$ cat config.mk
export PLATFORM = sky130hd
export DESIGN_NAME = line_follow_pd_steering
export DESIGN_NICKNAME = d
export VERILOG_FILES = /design/src/hdl/lfps_pkg.sv /design/src/hdl/lfps_div100.sv /design/src/hdl/line_follow_pd_steering.sv
export SDC_FILE = /design/constraint.sdc
export NUM_CORES = 2
export LEC_CHECK = 0
export BUFFER_PORTS_ARGS = -buffer_cell sky130_fd_sc_hd__buf_4
export CAP_MARGIN = 25
export CORE_MARGIN = 1.5
export CORE_UTILIZATION = 33
export DETAILED_ROUTE_END_ITERATION = 16
export PLACE_DENSITY = 0.5
export RECOVER_POWER = 100
export SETUP_SLACK_MARGIN = 0.3
export SKIP_LAST_GASP = 1
export SLEW_MARGIN = 5
export SYNTH_ARGS = -nofsm -noshare
export SYNTH_HDL_FRONTEND = slang
export SYNTH_SLANG_ARGS = --single-unit
$ cat constraint.sdc
create_clock -name clk -period 13.85 [get_ports clk]
set_input_delay 2.77 -clock clk [delete_from_list [all_inputs] [get_ports clk]]
set_output_delay 2.77 -clock clk [all_outputs]
set_load 0.01 [all_outputs]
$ cat src/hdl/lfps_pkg.sv
// shared types and constants for the line follower pd steering block
package lfps_pkg;

    // configuration register indexes
    localparam logic [2:0] REG_FOLLOW_INTERVAL = 3'd0;
    localparam logic [2:0] REG_FRONT_OFFSET    = 3'd1;
    localparam logic [2:0] REG_FRONT_THRESHOLD = 3'd2;
    localparam logic [2:0] REG_GAIN_P          = 3'd3;
    localparam logic [2:0] REG_GAIN_D          = 3'd4;

    localparam logic [9:0] FRONT_THRESHOLD_RST = 10'd512;
    localparam logic [9:0] GAIN_P_RST          = 10'd100;

    // correction = sum / 100, done as a reciprocal multiply on the magnitude
    localparam int SUM_W      = 24;
    localparam int MAG_W      = 22;
    localparam int QUOT_W     = 15;
    localparam int DIV_MULT_W = 23;
    localparam int DIV_SHIFT  = 29;
    localparam logic [DIV_MULT_W-1:0] DIV_MULT = 23'd5368710;

    typedef enum logic [1:0] {
        ACT_SKIP  = 2'd0,
        ACT_START = 2'd1,
        ACT_STOP  = 2'd2,
        ACT_STEER = 2'd3
    } action_t;

    typedef struct packed {
        logic        mode;
        logic [31:0] now_ms;
        logic [9:0]  front_left_level;
        logic [9:0]  line_left_level;
        logic [9:0]  line_right_level;
        logic [7:0]  start_speed_left;
        logic [7:0]  start_speed_right;
        logic [15:0] slow_after_ms;
        logic [7:0]  slow_speed_left;
        logic [7:0]  slow_speed_right;
    } in_word_t;

endpackage

$ cat src/hdl/lfps_div100.sv
// signed divide by 100 truncating toward zero, as sign and magnitude
module lfps_div100 (
    input  logic signed [lfps_pkg::SUM_W-1:0] sum,
    output logic [lfps_pkg::QUOT_W-1:0]       quot_mag,
    output logic                              quot_neg
);

    logic [lfps_pkg::SUM_W-1:0]                     sum_abs;
    logic [lfps_pkg::MAG_W-1:0]                     mag;
    logic [lfps_pkg::MAG_W+lfps_pkg::DIV_MULT_W-1:0] product;

    assign sum_abs  = sum[lfps_pkg::SUM_W-1] ? (~sum + 1'b1) : sum;
    assign mag      = sum_abs[lfps_pkg::MAG_W-1:0];
    // exact for every magnitude below 2^22
    assign product  = {{lfps_pkg::DIV_MULT_W{1'b0}}, mag}
                    * {{lfps_pkg::MAG_W{1'b0}}, lfps_pkg::DIV_MULT};
    assign quot_mag = product[lfps_pkg::DIV_SHIFT+lfps_pkg::QUOT_W-1:lfps_pkg::DIV_SHIFT];
    assign quot_neg = sum[lfps_pkg::SUM_W-1];

endmodule

$ cat src/hdl/line_follow_pd_steering.sv
// pd line follower steering block, top level
// One word is accepted per clock while in_ready is high, and each produces
// exactly one result word at the output register. The path runs
// input register, decision and gain multiplies, divide by 100, output register;
// run state (timers, base speeds, previous difference, curve flag) is updated
// as a word leaves the input register, so the next word sees it at once. When
// the output word is not taken the stages fill up and in_ready drops only once
// all four registers hold a word.
module line_follow_pd_steering (
    input  logic               clk,
    input  logic               rst_n,
    input  logic               cfg_write,
    input  logic [2:0]         cfg_index,
    input  logic [15:0]        cfg_data,
    input  logic               in_valid,
    output logic               in_ready,
    input  logic               mode,
    input  logic [31:0]        now_ms,
    input  logic [9:0]         front_left_level,
    input  logic [9:0]         line_left_level,
    input  logic [9:0]         line_right_level,
    input  logic [7:0]         start_speed_left,
    input  logic [7:0]         start_speed_right,
    input  logic [15:0]        slow_after_ms,
    input  logic [7:0]         slow_speed_left,
    input  logic [7:0]         slow_speed_right,
    output logic               out_valid,
    input  logic               out_ready,
    output logic [1:0]         action,
    output logic signed [15:0] drive_left,
    output logic signed [15:0] drive_right,
    output logic signed [10:0] sensor_difference,
    output logic signed [15:0] correction,
    output logic               speed_reduced_now,
    output logic               curve_reached
);

    typedef struct packed {
        lfps_pkg::action_t  act;
        logic [7:0]         base_l;
        logic [7:0]         base_r;
        logic signed [10:0] diff;
        logic signed [21:0] prod_p;
        logic signed [22:0] prod_d;
        logic               reduced;
        logic               curve;
    } prod_word_t;

    typedef struct packed {
        lfps_pkg::action_t           act;
        logic [7:0]                  base_l;
        logic [7:0]                  base_r;
        logic signed [10:0]          diff;
        logic [lfps_pkg::QUOT_W-1:0] quot_mag;
        logic                        quot_neg;
        logic                        reduced;
        logic                        curve;
    } quot_word_t;

    // configuration
    logic [15:0] follow_interval_reg;
    logic [15:0] front_offset_reg;
    logic [9:0]  front_threshold_reg;
    logic [9:0]  gain_p_reg;
    logic [9:0]  gain_d_reg;

    // run state
    logic [31:0]        last_check_reg, last_check_next;
    logic [31:0]        run_start_reg, run_start_next;
    logic [15:0]        pending_slow_reg, pending_slow_next;
    logic [7:0]         slow_left_reg, slow_left_next;
    logic [7:0]         slow_right_reg, slow_right_next;
    logic [7:0]         base_left_reg, base_left_next;
    logic [7:0]         base_right_reg, base_right_next;
    logic signed [10:0] prev_diff_reg, prev_diff_next;
    logic               curve_flag_reg, curve_flag_next;

    // pipeline
    logic                       in_valid_reg;
    lfps_pkg::in_word_t         in_word_reg;
    logic                       p_valid_reg;
    prod_word_t                 p_reg, p_next;
    logic                       q_valid_reg;
    quot_word_t                 q_reg, q_next;
    logic                       out_valid_reg;
    lfps_pkg::action_t          out_act_reg;
    logic signed [15:0]         drive_left_reg, drive_right_reg, corr_reg;
    logic signed [10:0]         diff_reg;
    logic                       reduced_reg, curve_reg;

    logic ready_out, ready_q, ready_p, fire1;

    assign ready_out = !out_valid_reg || out_ready;
    assign ready_q   = !q_valid_reg || ready_out;
    assign ready_p   = !p_valid_reg || ready_q;
    assign in_ready  = !in_valid_reg || ready_p;
    assign fire1     = in_valid_reg && ready_p;

    // configuration writes
    always_ff @(posedge clk or negedge rst_n)
    begin
        if (!rst_n)
        begin
            follow_interval_reg <= '0;
            front_offset_reg    <= '0;
            front_threshold_reg <= lfps_pkg::FRONT_THRESHOLD_RST;
            gain_p_reg          <= lfps_pkg::GAIN_P_RST;
            gain_d_reg          <= '0;
        end
        else if (cfg_write)
        begin
            unique case (cfg_index)
                lfps_pkg::REG_FOLLOW_INTERVAL: follow_interval_reg <= cfg_data;
                lfps_pkg::REG_FRONT_OFFSET:    front_offset_reg    <= cfg_data;
                lfps_pkg::REG_FRONT_THRESHOLD: front_threshold_reg <= cfg_data[9:0];
                lfps_pkg::REG_GAIN_P:          gain_p_reg          <= cfg_data[9:0];
                lfps_pkg::REG_GAIN_D:          gain_d_reg          <= cfg_data[9:0];
                default: ;
            endcase
        end
    end

    // input register
    always_ff @(posedge clk or negedge rst_n)
    begin
        if (!rst_n)
            in_valid_reg <= 1'b0;
        else if (in_ready)
            in_valid_reg <= in_valid;
    end

    always_ff @(posedge clk)
    begin
        if (in_ready)
        begin
            in_word_reg.mode              <= mode;
            in_word_reg.now_ms            <= now_ms;
            in_word_reg.front_left_level  <= front_left_level;
            in_word_reg.line_left_level   <= line_left_level;
            in_word_reg.line_right_level  <= line_right_level;
            in_word_reg.start_speed_left  <= start_speed_left;
            in_word_reg.start_speed_right <= start_speed_right;
            in_word_reg.slow_after_ms     <= slow_after_ms;
            in_word_reg.slow_speed_left   <= slow_speed_left;
            in_word_reg.slow_speed_right  <= slow_speed_right;
        end
    end

    // decision stage
    logic [31:0]        since_check, since_start;
    logic               skip, front_hit, slow_hit;
    logic signed [10:0] diff;
    logic signed [11:0] diff_delta;
    logic signed [21:0] prod_p;
    logic signed [22:0] prod_d;

    assign since_check = in_word_reg.now_ms - last_check_reg;
    assign since_start = in_word_reg.now_ms - run_start_reg;
    assign skip        = (follow_interval_reg != 16'd0)
                      && (since_check <= {16'd0, follow_interval_reg});
    assign front_hit   = ((front_offset_reg == 16'd0) || (since_start > {16'd0, front_offset_reg}))
                      && (in_word_reg.front_left_level < front_threshold_reg);
    assign slow_hit    = (pending_slow_reg != 16'd0) && (since_start > {16'd0, pending_slow_reg});
    assign diff        = $signed({1'b0, in_word_reg.line_left_level})
                       - $signed({1'b0, in_word_reg.line_right_level});
    assign diff_delta  = $signed({diff[10], diff}) - $signed({prev_diff_reg[10], prev_diff_reg});
    assign prod_p      = $signed({1'b0, gain_p_reg}) * diff;
    assign prod_d      = $signed({1'b0, gain_d_reg}) * diff_delta;

    always_comb
    begin
        last_check_next   = last_check_reg;
        run_start_next    = run_start_reg;
        pending_slow_next = pending_slow_reg;
        slow_left_next    = slow_left_reg;
        slow_right_next   = slow_right_reg;
        base_left_next    = base_left_reg;
        base_right_next   = base_right_reg;
        prev_diff_next    = prev_diff_reg;
        curve_flag_next   = curve_flag_reg;

        p_next.act     = lfps_pkg::ACT_SKIP;
        p_next.base_l  = '0;
        p_next.base_r  = '0;
        p_next.diff    = '0;
        p_next.prod_p  = '0;
        p_next.prod_d  = '0;
        p_next.reduced = 1'b0;
        p_next.curve   = curve_flag_reg;

        if (!in_word_reg.mode)
        begin
            curve_flag_next   = 1'b0;
            prev_diff_next    = '0;
            last_check_next   = in_word_reg.now_ms;
            run_start_next    = in_word_reg.now_ms;
            pending_slow_next = in_word_reg.slow_after_ms;
            slow_left_next    = in_word_reg.slow_speed_left;
            slow_right_next   = in_word_reg.slow_speed_right;
            base_left_next    = in_word_reg.start_speed_left;
            base_right_next   = in_word_reg.start_speed_right;
            p_next.act        = lfps_pkg::ACT_START;
            p_next.base_l     = in_word_reg.start_speed_left;
            p_next.base_r     = in_word_reg.start_speed_right;
            p_next.curve      = 1'b0;
        end
        else if (!skip)
        begin
            last_check_next = in_word_reg.now_ms;
            if (front_hit)
            begin
                curve_flag_next = 1'b1;
                p_next.act      = lfps_pkg::ACT_STOP;
                p_next.curve    = 1'b1;
            end
            else
            begin
                // one-time switch to the reduced speeds
                if (slow_hit)
                begin
                    base_left_next    = slow_left_reg;
                    base_right_next   = slow_right_reg;
                    pending_slow_next = '0;
                end
                prev_diff_next = diff;
                p_next.act     = lfps_pkg::ACT_STEER;
                p_next.base_l  = slow_hit ? slow_left_reg : base_left_reg;
                p_next.base_r  = slow_hit ? slow_right_reg : base_right_reg;
                p_next.diff    = diff;
                p_next.prod_p  = prod_p;
                p_next.prod_d  = prod_d;
                p_next.reduced = slow_hit;
            end
        end
    end

    always_ff @(posedge clk or negedge rst_n)
    begin
        if (!rst_n)
        begin
            last_check_reg   <= '0;
            run_start_reg    <= '0;
            pending_slow_reg <= '0;
            slow_left_reg    <= '0;
            slow_right_reg   <= '0;
            base_left_reg    <= '0;
            base_right_reg   <= '0;
            prev_diff_reg    <= '0;
            curve_flag_reg   <= 1'b0;
        end
        else if (fire1)
        begin
            last_check_reg   <= last_check_next;
            run_start_reg    <= run_start_next;
            pending_slow_reg <= pending_slow_next;
            slow_left_reg    <= slow_left_next;
            slow_right_reg   <= slow_right_next;
            base_left_reg    <= base_left_next;
            base_right_reg   <= base_right_next;
            prev_diff_reg    <= prev_diff_next;
            curve_flag_reg   <= curve_flag_next;
        end
    end

    always_ff @(posedge clk or negedge rst_n)
    begin
        if (!rst_n)
            p_valid_reg <= 1'b0;
        else if (ready_p)
            p_valid_reg <= in_valid_reg;
    end

    always_ff @(posedge clk)
    begin
        if (ready_p)
            p_reg <= p_next;
    end

    // divide stage
    logic signed [lfps_pkg::SUM_W-1:0] pd_sum;
    logic [lfps_pkg::QUOT_W-1:0]       quot_mag;
    logic                              quot_neg;

    assign pd_sum = {{2{p_reg.prod_p[21]}}, p_reg.prod_p} + {p_reg.prod_d[22], p_reg.prod_d};

    lfps_div100 u_div100 (
        .sum      (pd_sum),
        .quot_mag (quot_mag),
        .quot_neg (quot_neg)
    );

    always_comb
    begin
        q_next.act      = p_reg.act;
        q_next.base_l   = p_reg.base_l;
        q_next.base_r   = p_reg.base_r;
        q_next.diff     = p_reg.diff;
        q_next.quot_mag = quot_mag;
        q_next.quot_neg = quot_neg;
        q_next.reduced  = p_reg.reduced;
        q_next.curve    = p_reg.curve;
    end

    always_ff @(posedge clk or negedge rst_n)
    begin
        if (!rst_n)
            q_valid_reg <= 1'b0;
        else if (ready_q)
            q_valid_reg <= p_valid_reg;
    end

    always_ff @(posedge clk)
    begin
        if (ready_q)
            q_reg <= q_next;
    end

    // output stage
    logic signed [15:0] corr_next;

    assign corr_next = q_reg.quot_neg ? -$signed({1'b0, q_reg.quot_mag})
                                      : $signed({1'b0, q_reg.quot_mag});

    always_ff @(posedge clk or negedge rst_n)
    begin
        if (!rst_n)
            out_valid_reg <= 1'b0;
        else if (ready_out)
            out_valid_reg <= q_valid_reg;
    end

    always_ff @(posedge clk)
    begin
        if (ready_out)
        begin
            out_act_reg     <= q_reg.act;
            drive_left_reg  <= $signed({8'd0, q_reg.base_l}) + corr_next;
            drive_right_reg <= $signed({8'd0, q_reg.base_r}) - corr_next;
            corr_reg        <= corr_next;
            diff_reg        <= q_reg.diff;
            reduced_reg     <= q_reg.reduced;
            curve_reg       <= q_reg.curve;
        end
    end

    assign out_valid         = out_valid_reg;
    assign action            = out_act_reg;
    assign drive_left        = drive_left_reg;
    assign drive_right       = drive_right_reg;
    assign sensor_difference = diff_reg;
    assign correction        = corr_reg;
    assign speed_reduced_now = reduced_reg;
    assign curve_reached     = curve_reg;

endmodule

==> impl_metrics.yaml <==
clock_tree:
  clock-sinks: 487
  path_clk_slew_ns: 0.06
  cts_root_buf: "clkbuf_16"
  cts_setup_buffers: 0
  clk_latency_ns: 0.66
  holdBufCountCts: 0
  cts_tree: "done"
  clk_path_buf_depth: 3
  ctsResizeCount: 0
  h-tree-depth: 2
  cts-buffers-inserted: 55
grt:
  use_met1_pct: 22.3
  busiest_layer: "met2"
  grt_pass1_wl_um: 171000
  grt_max_degree: 93
  grt_pass1_vias: 30000
  grt_usage_pct: 16.7
  use_met3_pct: 1.82
  antenna_found_initial: 9
  use_met2_pct: 28.7
  gr-total-overflow: 0
sta:
  period_needed_ns: 11.47
  fmax_ghz: 0.0872
  hold_viol: 0
  timing_worst_slew_pin_value_ns: 4.51
  setup_violations: 0
  relSlewSlack_pct: -201
  fin_setup_tns_ns: 0
  finalCritPeriodShare_pct: 82.8
  rsz0062_at_grt: "no"
  hold_ws_ns: 0.416
  drv_slew: 733
  clock_skew_ns: 0.0626
synth:
  synth_fp_nets: 5195
  synth_cell_types: 91
  synth_top_area_share_pct: 21.0
  synth_edf_count: 297
  postSynthRegisterBits: 487
  syn_avg_cell_area_sq_um: 10.2
  synth_cells: 4157
  synth_area_leader_cell: "edfxtp_1"
  synth_top_flop_cell: "edfxtp_1"
  yosys_warnings: 0
  netlist_top_cells_area: "edfxtp_1 21%, fa_1 17%, ha_1 16%, dfrtp_1 11%, inv_1 7.3%"
  ys_seq_area_share_pct: 32.2
  synth.cell_area_sq_mm: 0.0424
  ys_async_sr_fraction_pct: 39.0
route:
  wl_um: 108000
  first_pass_iters: 6
  antenna_left: 0
  routed_via_density: 4.77
  drt_iter0_markers: 1642
  wl_per_cell_um: 17.9
  via_count: 28900
  drcViolationCount: 0
min_path:
  hold_path_class: "reg -> reg"
  holdPathEnd: "q_reg[23]"
  hold_depth: 0
  worstHoldStart: "p_reg[52]"
critical_path:
  slowest_stage: "a2111oi_0"
  r2r_slack_ns: 2.38
  cp.depth: 37
  critPathArrivalTime_ns: 11.87
  path_buf_inv: 7
  cpPeakStageDelay_ns: 0.80
  worst_r2r_startpoint: "p_reg[31]"
  endpoint_kind: "flip-flop"
  r2r-end: "q_reg[17]"
  critical_path.max_fanout: 15
  crit_type: "reg -> reg"
  path_delay_family: "compound AO/OA/AOI/OAI gates"
  cp_data_required_time_ns: 14.25
  r2r_cells: 37
  startpoint_type: "flip-flop"
floorplanning:
  die_width_um: 362
  io_pins: 200
  fp-row-count: 131
  die_height_um: 362
  initial_core_util_pct: 33.3
  die_area_sq_mm: 0.131
  core-area_sq_mm: 0.128
flow_run:
  maxCapViolCount: 14
finish:
  drive_gt1_share_pct: 6.25
  finalNonFillerCells: 6062
  area_delta_synth_final_pct: 11.6
  final_nets: 5389
  largest_reg_flops: 111
placement:
  place_congestion: 0.889
  io_buffers: 199
  place_inst: 5953
  hpwl_um: 88000
status:
  status: "finished, violations left"
  violations: "max-capacitance violations, max-slew violations"
## placed cells by master (no fill, tap or decap), drive strengths merged, types with 10 or more instances in the layout
master	instances
clkbuf	265
a22o	17
nor3	44
xnor2	112
a211oi	20
o31ai	12
fa	367
nor2	174
clkinv	25
o21bai	21
nand2b	36
buf	40
mux2	27
a31oi	13
or3	13
nand3	54
and3	36
nor3b	10
inv	821
and2	105
a21oi	136
o21ai	230
a211o	12
ha	536
nor2b	58
nand4	30
dfrtp	186
mux2i	27
edfxtp	297
o211ai	12
a21o	56
o221ai	16
nor4	21
a221oi	25
nand2	323
o21a	25
xor2	66
## metal layers
layer | up-vias | share of wire (%)
met1 | 14200 | 46
met2 | 398 | 48
met5 | - | 0
met3 | 106 | 3.2
li1 | 14200 | -
met4 | 0 | 2.3
## metrics by stage
stage | instance area, sq um | setup slack, ns | util [%]
finish | 47400 | 2.38 | 37.2
global route | 47400 | 1.06 | 37.1
CTS | 47900 | 2.32 | 37.5
detailed placement | 46000 | 2.30 | 36.0
global placement | 45900 | 2.44 | 36.0
floorplan | 42400 | 4.06 | -
## cells in the mapped netlist (36+ instances only)
cell and n:
and2_1 105, nand3_1 54, fa_1 367, xnor2_1 111
inv_1 820, nand2b_1 36, a21oi_1 136, xor2_1 66
nor2b_1 58, nor2_1 173, edfxtp_1 297, nand2_1 323
dfrtp_1 186, ha_1 536, clkbuf_1 87, and3_1 36
nor3_1 44, a21o_1 56, o21ai_0 227
## cells by family (layout without fill, tap and decap cells)
group | Yosys count | in the layout | synth area share (%)
and+or+nand+nor | 947 | 947 | 11.0
buffers and inverters | 924 | 1165 | 8.27
adders and majority gates | 903 | 903 | 33.1
AOI/OAI and AO/OA | 664 | 664 | 10.3
DFF | 487 | 487 | 32.2
xor gates and xnor gates | 178 | 178 | 3.69
muxes | 54 | 54 | 1.35
other | 0 | 2 | 0
## final cells by class
cell class | instances | area, sq um
diodes | 2 | 5.00
clock buffers | 65 | 1420
clock inverters | 39 | 487
fillers | 12900 | 80100
inverters | 821 | 3080
multi-input cells | 2746 | 25200
flip-flops and latches | 487 | 13700
well taps | 1662 | 2080
repair buffers | 240 | 1420
## worst max path at each step
stage	start	to	slack, ns
after detailed placement	p_reg[8]	q_reg[16]	2.30
final	p_reg[31]	q_reg[17]	2.38
after CTS	p_reg[8]	q_reg[17]	2.32
after global routing	rst_n	run_start_reg[2]	1.06
after global placement	p_reg[2]	q_reg[16]	2.44
after floorplan	p_reg[8]	q_reg[16]	4.06
Power is not shown: default switching activity piles up to over one toggle a cycle in this logic, so the estimate is an artifact.
